`src/hdl/spq_pkg.sv`:
```
package spq_pkg;

  // request codes carried in the action bit
  localparam logic ACT_INSERT = 1'b0;
  localparam logic ACT_REMOVE = 1'b1;

  // result codes
  typedef enum logic [1:0] {
    STATUS_OK    = 2'd0,
    STATUS_EMPTY = 2'd1,
    STATUS_FULL  = 2'd2
  } spq_status_t;

  // width of the reported entry count
  localparam int COUNT_BITS = 5;

  // per-cycle operation broadcast along the chain
  typedef struct packed {
    logic ins;
    logic rem;
  } spq_op_t;

endpackage

```
`src/hdl/spq_in_if.sv`:
```
interface spq_in_if #(
  parameter int KEY_BITS     = 16,
  parameter int PAYLOAD_BITS = 16
);
  logic                    valid;
  logic                    ready;
  logic                    action;
  logic [KEY_BITS-1:0]     entry_key;
  logic [PAYLOAD_BITS-1:0] entry_payload;

  modport source (output valid, action, entry_key, entry_payload, input ready);
  modport sink   (input valid, action, entry_key, entry_payload, output ready);
endinterface

```
`src/hdl/spq_out_if.sv`:
```
interface spq_out_if #(
  parameter int KEY_BITS     = 16,
  parameter int PAYLOAD_BITS = 16
);
  logic                              valid;
  logic                              ready;
  spq_pkg::spq_status_t              status;
  logic [KEY_BITS-1:0]               out_key;
  logic [PAYLOAD_BITS-1:0]           out_payload;
  logic [spq_pkg::COUNT_BITS-1:0]    count;

  modport source (output valid, status, out_key, out_payload, count, input ready);
  modport sink   (input valid, status, out_key, out_payload, count, output ready);
endinterface

```
`src/hdl/spq_cell.sv`:
```
module spq_cell #(
  parameter int KEY_BITS     = 16,
  parameter int PAYLOAD_BITS = 16
) (
  input  logic                    clk,
  input  spq_pkg::spq_op_t        op,
  input  logic [KEY_BITS-1:0]     new_key,
  input  logic [PAYLOAD_BITS-1:0] new_payload,
  input  logic                    occupied,
  input  logic                    prev_ge,
  input  logic [KEY_BITS-1:0]     prev_key,
  input  logic [PAYLOAD_BITS-1:0] prev_payload,
  input  logic [KEY_BITS-1:0]     next_key,
  input  logic [PAYLOAD_BITS-1:0] next_payload,
  output logic                    ge,
  output logic [KEY_BITS-1:0]     key,
  output logic [PAYLOAD_BITS-1:0] payload
);

  // held entry stays ahead of the new one when its key is not smaller
  assign ge = occupied && (key >= new_key);

  // insert: keep, take the new word at the boundary, or shift down from the
  // neighbour above; remove: shift up from the neighbour below
  always_ff @(posedge clk) begin
    if (op.ins) begin
      if (!ge) begin
        if (prev_ge) begin
          key     <= new_key;
          payload <= new_payload;
        end else begin
          key     <= prev_key;
          payload <= prev_payload;
        end
      end
    end else if (op.rem) begin
      key     <= next_key;
      payload <= next_payload;
    end
  end

endmodule

```
`src/hdl/sorted_priority_queue_core.sv`:
```
// Bounded priority queue held as a row of CAPACITY cells in key order, the
// largest key at the head; equal keys leave in arrival order. Every request
// word (insert or remove) gives exactly one response word carrying a status,
// the removed entry on a successful remove (zero otherwise) and the entry
// count after the step. One request is taken per cycle unless a response
// waits unaccepted: the new key is compared in every cell at once and the
// whole row shifts by one place in the same cycle, and the response follows
// in the next cycle from the output register. A new request is taken in the
// same cycle as the waiting response is taken; while a response waits
// unaccepted, requests are held off. An insert on a full queue and a remove
// on an empty queue leave the contents untouched.
module sorted_priority_queue_core #(
  parameter int CAPACITY     = 16,
  parameter int KEY_BITS     = 16,
  parameter int PAYLOAD_BITS = 16
) (
  input logic    clk,
  input logic    rst,
  spq_in_if.sink   cmd,
  spq_out_if.source rsp
);

  localparam int CW = $clog2(CAPACITY + 1);

  logic [CW-1:0]           entry_count;
  logic                    accept;
  logic                    is_full;
  logic                    is_empty;
  spq_pkg::spq_op_t        op;

  logic [CAPACITY-1:0]     cell_ge;
  logic [CAPACITY-1:0]     cell_occ;
  logic [KEY_BITS-1:0]     cell_key [CAPACITY];
  logic [PAYLOAD_BITS-1:0] cell_pay [CAPACITY];

  // output register frees itself when taken, so input is held only on stall
  assign cmd.ready = !rsp.valid || rsp.ready;
  assign accept    = cmd.valid && cmd.ready;
  assign is_full   = (entry_count == CW'(CAPACITY));
  assign is_empty  = (entry_count == '0);

  always_comb begin
    op.ins = accept && (cmd.action == spq_pkg::ACT_INSERT) && !is_full;
    op.rem = accept && (cmd.action == spq_pkg::ACT_REMOVE) && !is_empty;
  end

  // the chain of cells
  for (genvar i = 0; i < CAPACITY; i++) begin : g_cell
    logic                    p_ge;
    logic [KEY_BITS-1:0]     p_key;
    logic [PAYLOAD_BITS-1:0] p_pay;
    logic [KEY_BITS-1:0]     n_key;
    logic [PAYLOAD_BITS-1:0] n_pay;

    assign cell_occ[i] = (entry_count > CW'(i));

    if (i == 0) begin : g_head
      assign p_ge  = 1'b1;
      assign p_key = cell_key[i];
      assign p_pay = cell_pay[i];
    end else begin : g_mid
      assign p_ge  = cell_ge[i-1];
      assign p_key = cell_key[i-1];
      assign p_pay = cell_pay[i-1];
    end

    if (i == CAPACITY - 1) begin : g_tail
      assign n_key = cell_key[i];
      assign n_pay = cell_pay[i];
    end else begin : g_body
      assign n_key = cell_key[i+1];
      assign n_pay = cell_pay[i+1];
    end

    spq_cell #(
      .KEY_BITS     (KEY_BITS),
      .PAYLOAD_BITS (PAYLOAD_BITS)
    ) u_cell (
      .clk          (clk),
      .op           (op),
      .new_key      (cmd.entry_key),
      .new_payload  (cmd.entry_payload),
      .occupied     (cell_occ[i]),
      .prev_ge      (p_ge),
      .prev_key     (p_key),
      .prev_payload (p_pay),
      .next_key     (n_key),
      .next_payload (n_pay),
      .ge           (cell_ge[i]),
      .key          (cell_key[i]),
      .payload      (cell_pay[i])
    );
  end

  // entry count
  always_ff @(posedge clk) begin
    if (rst) begin
      entry_count <= '0;
    end else if (op.ins) begin
      entry_count <= entry_count + CW'(1);
    end else if (op.rem) begin
      entry_count <= entry_count - CW'(1);
    end
  end

  // response valid
  always_ff @(posedge clk) begin
    if (rst) begin
      rsp.valid <= 1'b0;
    end else if (accept) begin
      rsp.valid <= 1'b1;
    end else if (rsp.ready) begin
      rsp.valid <= 1'b0;
    end
  end

  // response word
  always_ff @(posedge clk) begin
    if (accept) begin
      if (cmd.action == spq_pkg::ACT_INSERT) begin
        rsp.count       <= spq_pkg::COUNT_BITS'(op.ins ? entry_count + CW'(1) : entry_count);
        rsp.out_key     <= '0;
        rsp.out_payload <= '0;
        rsp.status      <= is_full ? spq_pkg::STATUS_FULL : spq_pkg::STATUS_OK;
      end else begin
        rsp.count <= spq_pkg::COUNT_BITS'(op.rem ? entry_count - CW'(1) : entry_count);
        if (is_empty) begin
          rsp.status      <= spq_pkg::STATUS_EMPTY;
          rsp.out_key     <= '0;
          rsp.out_payload <= '0;
        end else begin
          rsp.status      <= spq_pkg::STATUS_OK;
          rsp.out_key     <= cell_key[0];
          rsp.out_payload <= cell_pay[0];
        end
      end
    end
  end

endmodule

```
`src/flat_wrapper.sv`:
```
// flat-port wrapper written by rule: the top's interface ports become plain ports
module sorted_priority_queue_core_flat 
#(
  parameter int CAPACITY     = 16,
  parameter int KEY_BITS     = 16,
  parameter int PAYLOAD_BITS = 16
)
  (clk, rst, cmd_valid, cmd_action, cmd_entry_key, cmd_entry_payload, cmd_ready, rsp_valid, rsp_status, rsp_out_key, rsp_out_payload, rsp_count, rsp_ready);
  spq_in_if #(.KEY_BITS(KEY_BITS), .PAYLOAD_BITS(PAYLOAD_BITS)) cmd_i ();
  spq_out_if #(.KEY_BITS(KEY_BITS), .PAYLOAD_BITS(PAYLOAD_BITS)) rsp_i ();
  input logic clk;
  input logic rst;
  input wire logic [$bits(cmd_i.valid)-1:0] cmd_valid;
  input wire logic [$bits(cmd_i.action)-1:0] cmd_action;
  input wire logic [$bits(cmd_i.entry_key)-1:0] cmd_entry_key;
  input wire logic [$bits(cmd_i.entry_payload)-1:0] cmd_entry_payload;
  output wire logic [$bits(cmd_i.ready)-1:0] cmd_ready;
  output wire logic [$bits(rsp_i.valid)-1:0] rsp_valid;
  output wire logic [$bits(rsp_i.status)-1:0] rsp_status;
  output wire logic [$bits(rsp_i.out_key)-1:0] rsp_out_key;
  output wire logic [$bits(rsp_i.out_payload)-1:0] rsp_out_payload;
  output wire logic [$bits(rsp_i.count)-1:0] rsp_count;
  input wire logic [$bits(rsp_i.ready)-1:0] rsp_ready;
  assign cmd_i.valid = cmd_valid;
  assign cmd_i.action = cmd_action;
  assign cmd_i.entry_key = cmd_entry_key;
  assign cmd_i.entry_payload = cmd_entry_payload;
  assign cmd_ready = cmd_i.ready;
  assign rsp_valid = rsp_i.valid;
  assign rsp_status = rsp_i.status;
  assign rsp_out_key = rsp_i.out_key;
  assign rsp_out_payload = rsp_i.out_payload;
  assign rsp_count = rsp_i.count;
  assign rsp_i.ready = rsp_ready;
  sorted_priority_queue_core #(.CAPACITY(CAPACITY), .KEY_BITS(KEY_BITS), .PAYLOAD_BITS(PAYLOAD_BITS)) u_core (.clk(clk), .rst(rst), .cmd(cmd_i), .rsp(rsp_i));
endmodule
```
`config.mk`:
```
export PLATFORM = sky130hd
export DESIGN_NAME = sorted_priority_queue_core_flat
export DESIGN_NICKNAME = d
export VERILOG_FILES = /design/src/hdl/spq_pkg.sv /design/src/hdl/spq_in_if.sv /design/src/hdl/spq_out_if.sv /design/src/hdl/spq_cell.sv /design/src/hdl/sorted_priority_queue_core.sv /design/src/flat_wrapper.sv
export SDC_FILE = /design/constraint.sdc
export NUM_CORES = 2
export LEC_CHECK = 0
export BUFFER_PORTS_ARGS = -buffer_cell sky130_fd_sc_hd__buf_2
export CAP_MARGIN = 5
export CELL_PAD_IN_SITES_DETAIL_PLACEMENT = 1
export CELL_PAD_IN_SITES_GLOBAL_PLACEMENT = 1
export CORE_MARGIN = 4
export CORE_UTILIZATION = 30
export DETAILED_ROUTE_END_ITERATION = 8
export GPL_ROUTABILITY_DRIVEN = 1
export HOLD_SLACK_MARGIN = 0.15
export PLACE_DENSITY_LB_ADDON = 0.12
export REMOVE_ABC_BUFFERS = 1
export SLEW_MARGIN = 20
export SYNTH_ARGS = -nofsm -noshare
export SYNTH_HDL_FRONTEND = slang
export SYNTH_SLANG_ARGS = --single-unit
export TNS_END_PERCENT = 1
```
`constraint.sdc`:
```
create_clock -name clk -period 10.1 [get_ports clk]
set_input_delay 1.515 -clock clk [delete_from_list [all_inputs] [get_ports clk]]
set_output_delay 1.515 -clock clk [all_outputs]
set_load 0.005 [all_outputs]
```
==> metrics.txt <==
clock root buffer master=clkbuf_16; kind of critical path=in2reg; clock period minus final worst setup slack=5.79 ns; WP data arrival=6.08 ns; Critical Path RT=10.39 ns; worst reg-to-reg path cell count=9; clock latency at the later pin of the worst-skew pair=approximately 0.63 ns; fraction of final layout cells sized beyond drive strength 1=0.0970; grt ovf=0; synthesized area divided by synthesized cell count=10.9 um^2; die boundary width=approximately 340 um; area of placed instances=roughly 34000 um^2; Via Count=24000; gate count of the mapped netlist=~3000; total of buffers placed on input and output ports=77; number of maximum-capacitance violations=0; core area=108000 um^2; Yosys warnings=0; Core Rows=120; Slew HR=0.144; DRC violation total after the first TritonRoute iteration=1429; largest vdd supply drop=between 0.00009 and 0.0001 V; estimated wirelength of the detail-placed design=73000 um; run status=completed; Antenna Nets Post-Route=0; maximum number of pins on one net before global-route repair=approximately 250; final worst hold slack=between 0.5 and 0.6 ns; Static Leak=15.7 nW; via count of the first global-routing pass=25800; Cells on Worst Hold Path=2; Boundary Pins=78; first-pass GRT wire length=approximately 170000 um; DRC violation count after routing=0; Syn-to-layout area delta=12.7%; hold crit path type=reg2reg; depth of the CTS H-tree=3; final count of pins violating max slew=0; setup repair after global routing missed its margin=no; router iterations before antenna repair=5; Die Area=114000 um^2; skew final=between 0.02 and 0.025 ns; NumNets Final=3295; endpoint kind of the worst setup timing path=flop; clock input transition at the sequential cells of the worst setup and hold paths=0.05 ns; number of buffers inserted by post-CTS setup repair=0; count of cells resized by post-cts repair=0; Setup TNS Final=0 ns; Main synth FF type=edfxtp_1; Least-Margin Pin Slew=1.28 ns; register area share after synthesis=0.511; Post-synth EDFFs=551; global routing usage summed across all routing layers=0.197; part of the cycle the worst path needs=0.573; Fin. Hold Viols=0; initial antenna violation count=4; final setup violating endpoints=0; overall power=7.23 mW; routability cong.=0.781; effective utilization at floorplan=0.304; Post-Layout Inst Area=36800 um^2; maximum clock frequency=0.173 GHz; CTS sink count=557; share of flip-flops with an asynchronous set or reset after synthesis=0; wirelength, routed=113000 um; pwr/cell area=197 nW/um^2; Startpoint Class=input port; via density per instance=5.39; count of hold buffers inserted by post-cts repair=0; #FFs+latches synth=557; Clock Path Buffers=3; routed wirelength normalized by instance count=25.3 um; TritonCTS clock tree=yes; distinct cell type count of the synthesized netlist=60; cts bufs inserted=between 70 and 80; Die Span Y=338 um; Post-Syn Area=32600 um^2; largest fanout on the critical path=35
layout by cell type (no fill, tap or decap), drive strengths merged, types with 32 or more instances in the layout:
| cell | instances |
|---|---|
| o211ai | 55 |
| buf | 127 |
| edfxtp | 551 |
| inv | 43 |
| ha | 261 |
| nand3 | 63 |
| nand2 | 394 |
| o21ai | 293 |
| and3 | 35 |
| nor2 | 243 |
| a21o | 39 |
| clkbuf | 91 |
| mux2 | 32 |
| o22ai | 34 |
| a21oi | 222 |
| mux2i | 365 |
per-layer routing:
metal | wire [um] | track usage | share of wire | up-vias
met3 | 4110 | 0.0210 | 0.036 | 112
met2 | 50900 | 0.316 | 0.45 | 397
met1 | 55300 | 0.284 | 0.49 | 12300
met5 | 0 | 0 | 0 | -
met4 | 2300 | 0.0494 | 0.020 | 0
li1 | - | - | - | 11200
critical path: stages:
cell and delay (ns):
buf_2 0.21, inv_1 0.69, ha_1 0.36, a2111oi_0 0.82, or4_1 0.23, a21oi_1 0.10
o32ai_4 0.20, buf_4 0.31, buf_4 0.53, nand2_1 0.14, nand2_2 0.44, buf_4 0.40
layout make-up:
class / count / area, um^2
Fill cell: 11800 / 70700
Sequential cell: 557 / 16700
Multi-Input combinational cell: 2196 / 15100
Clock buffer: 91 / 1920
Tap cell: 1403 / 1760
Timing Repair Buffer: 128 / 791
Clock inverter: 38 / 365
Inverter: 41 / 154
Antenna cell: 1 / 2.50
logic make-up after synthesis:
family / after synthesis / synth area share
and+or+nand+nor: 811 / 0.105
muxes: 397 / 0.123
buffers and inverters: 246 / 0.0314
AOI/OAI and AO/OA: 723 / 0.129
adders and majority gates: 261 / 0.100
xor gates and xnor gates: 4 / 0.00107
DFF: 557 / 0.511
power breakdown:
group          internal, mW  total [mW]  switching [mW]  leakage [nW]
clock                  1.48        2.56            1.08          1.10
sequential             2.98        3.20           0.221          5.27
combinational         0.490        1.47           0.978          9.36
total                  4.95        7.23            2.28          15.7
sequential cells by signal (all words and copies together), names as in the netlist:
name,cells
u_core.g_cell.u_cell.key,256
u_core.g_cell.u_cell.payload,256
u_core.rsp.out_key,16
u_core.rsp.out_payload,16
u_core.entry_count,5
u_core.rsp.count,5
u_core.rsp.status,2
u_core.rsp.valid,1
worst paths after layout:
| path | endpoint | slack, ns | startpoint |
|---|---|---|---|
| worst min register to register | u_core.rsp.valid | 0.53 | u_core.rsp.valid |
| worst min-delay path | u_core.rsp.valid | 0.53 | u_core.rsp.valid |
| worst max-delay path | u_core.g_cell[10].u_cell.key[3] | 4.31 | cmd_entry_key[1] |
| worst max register to register | u_core.g_cell[2].u_cell.payload[7] | 5.54 | u_core.entry_count[1] |
synth_stat cells, types with 9 or more instances:
library cell	number	share of area
a211o_1	9	0.0024
a211oi_1	10	0.0023
nor2_1	243	0.028
o22ai_1	34	0.0065
nand4_1	27	0.0052
edfxtp_1	551	0.51
ha_1	261	0.10
a2111oi_0	9	0.0024
nand2_1	394	0.045
nor2b_1	11	0.0021
mux2i_1	365	0.11
a21o_1	39	0.0090
o211ai_1	55	0.013
and3_1	35	0.0067
nand2b_1	15	0.0029
buf_2	38	0.0058
nand3_1	63	0.0097
o21a_1	15	0.0035
o21ai_0	279	0.043
a21oi_1	221	0.034
o21ai_1	14	0.0021
clkbuf_1	157	0.018
inv_1	40	0.0046
mux2_2	32	0.011
metrics by stage:
stage | worst slack [ns] | instances | util
after floorplan | -5.63 | 2794 | -
after global placement | 3.74 | 4323 | 0.321
after detailed placement | 3.67 | 4324 | 0.321
after CTS | 4.31 | 4453 | 0.342
after global routing | 4.11 | 4454 | 0.342
final | 4.31 | 4455 | 0.342
(Power assumes the default switching activity.)
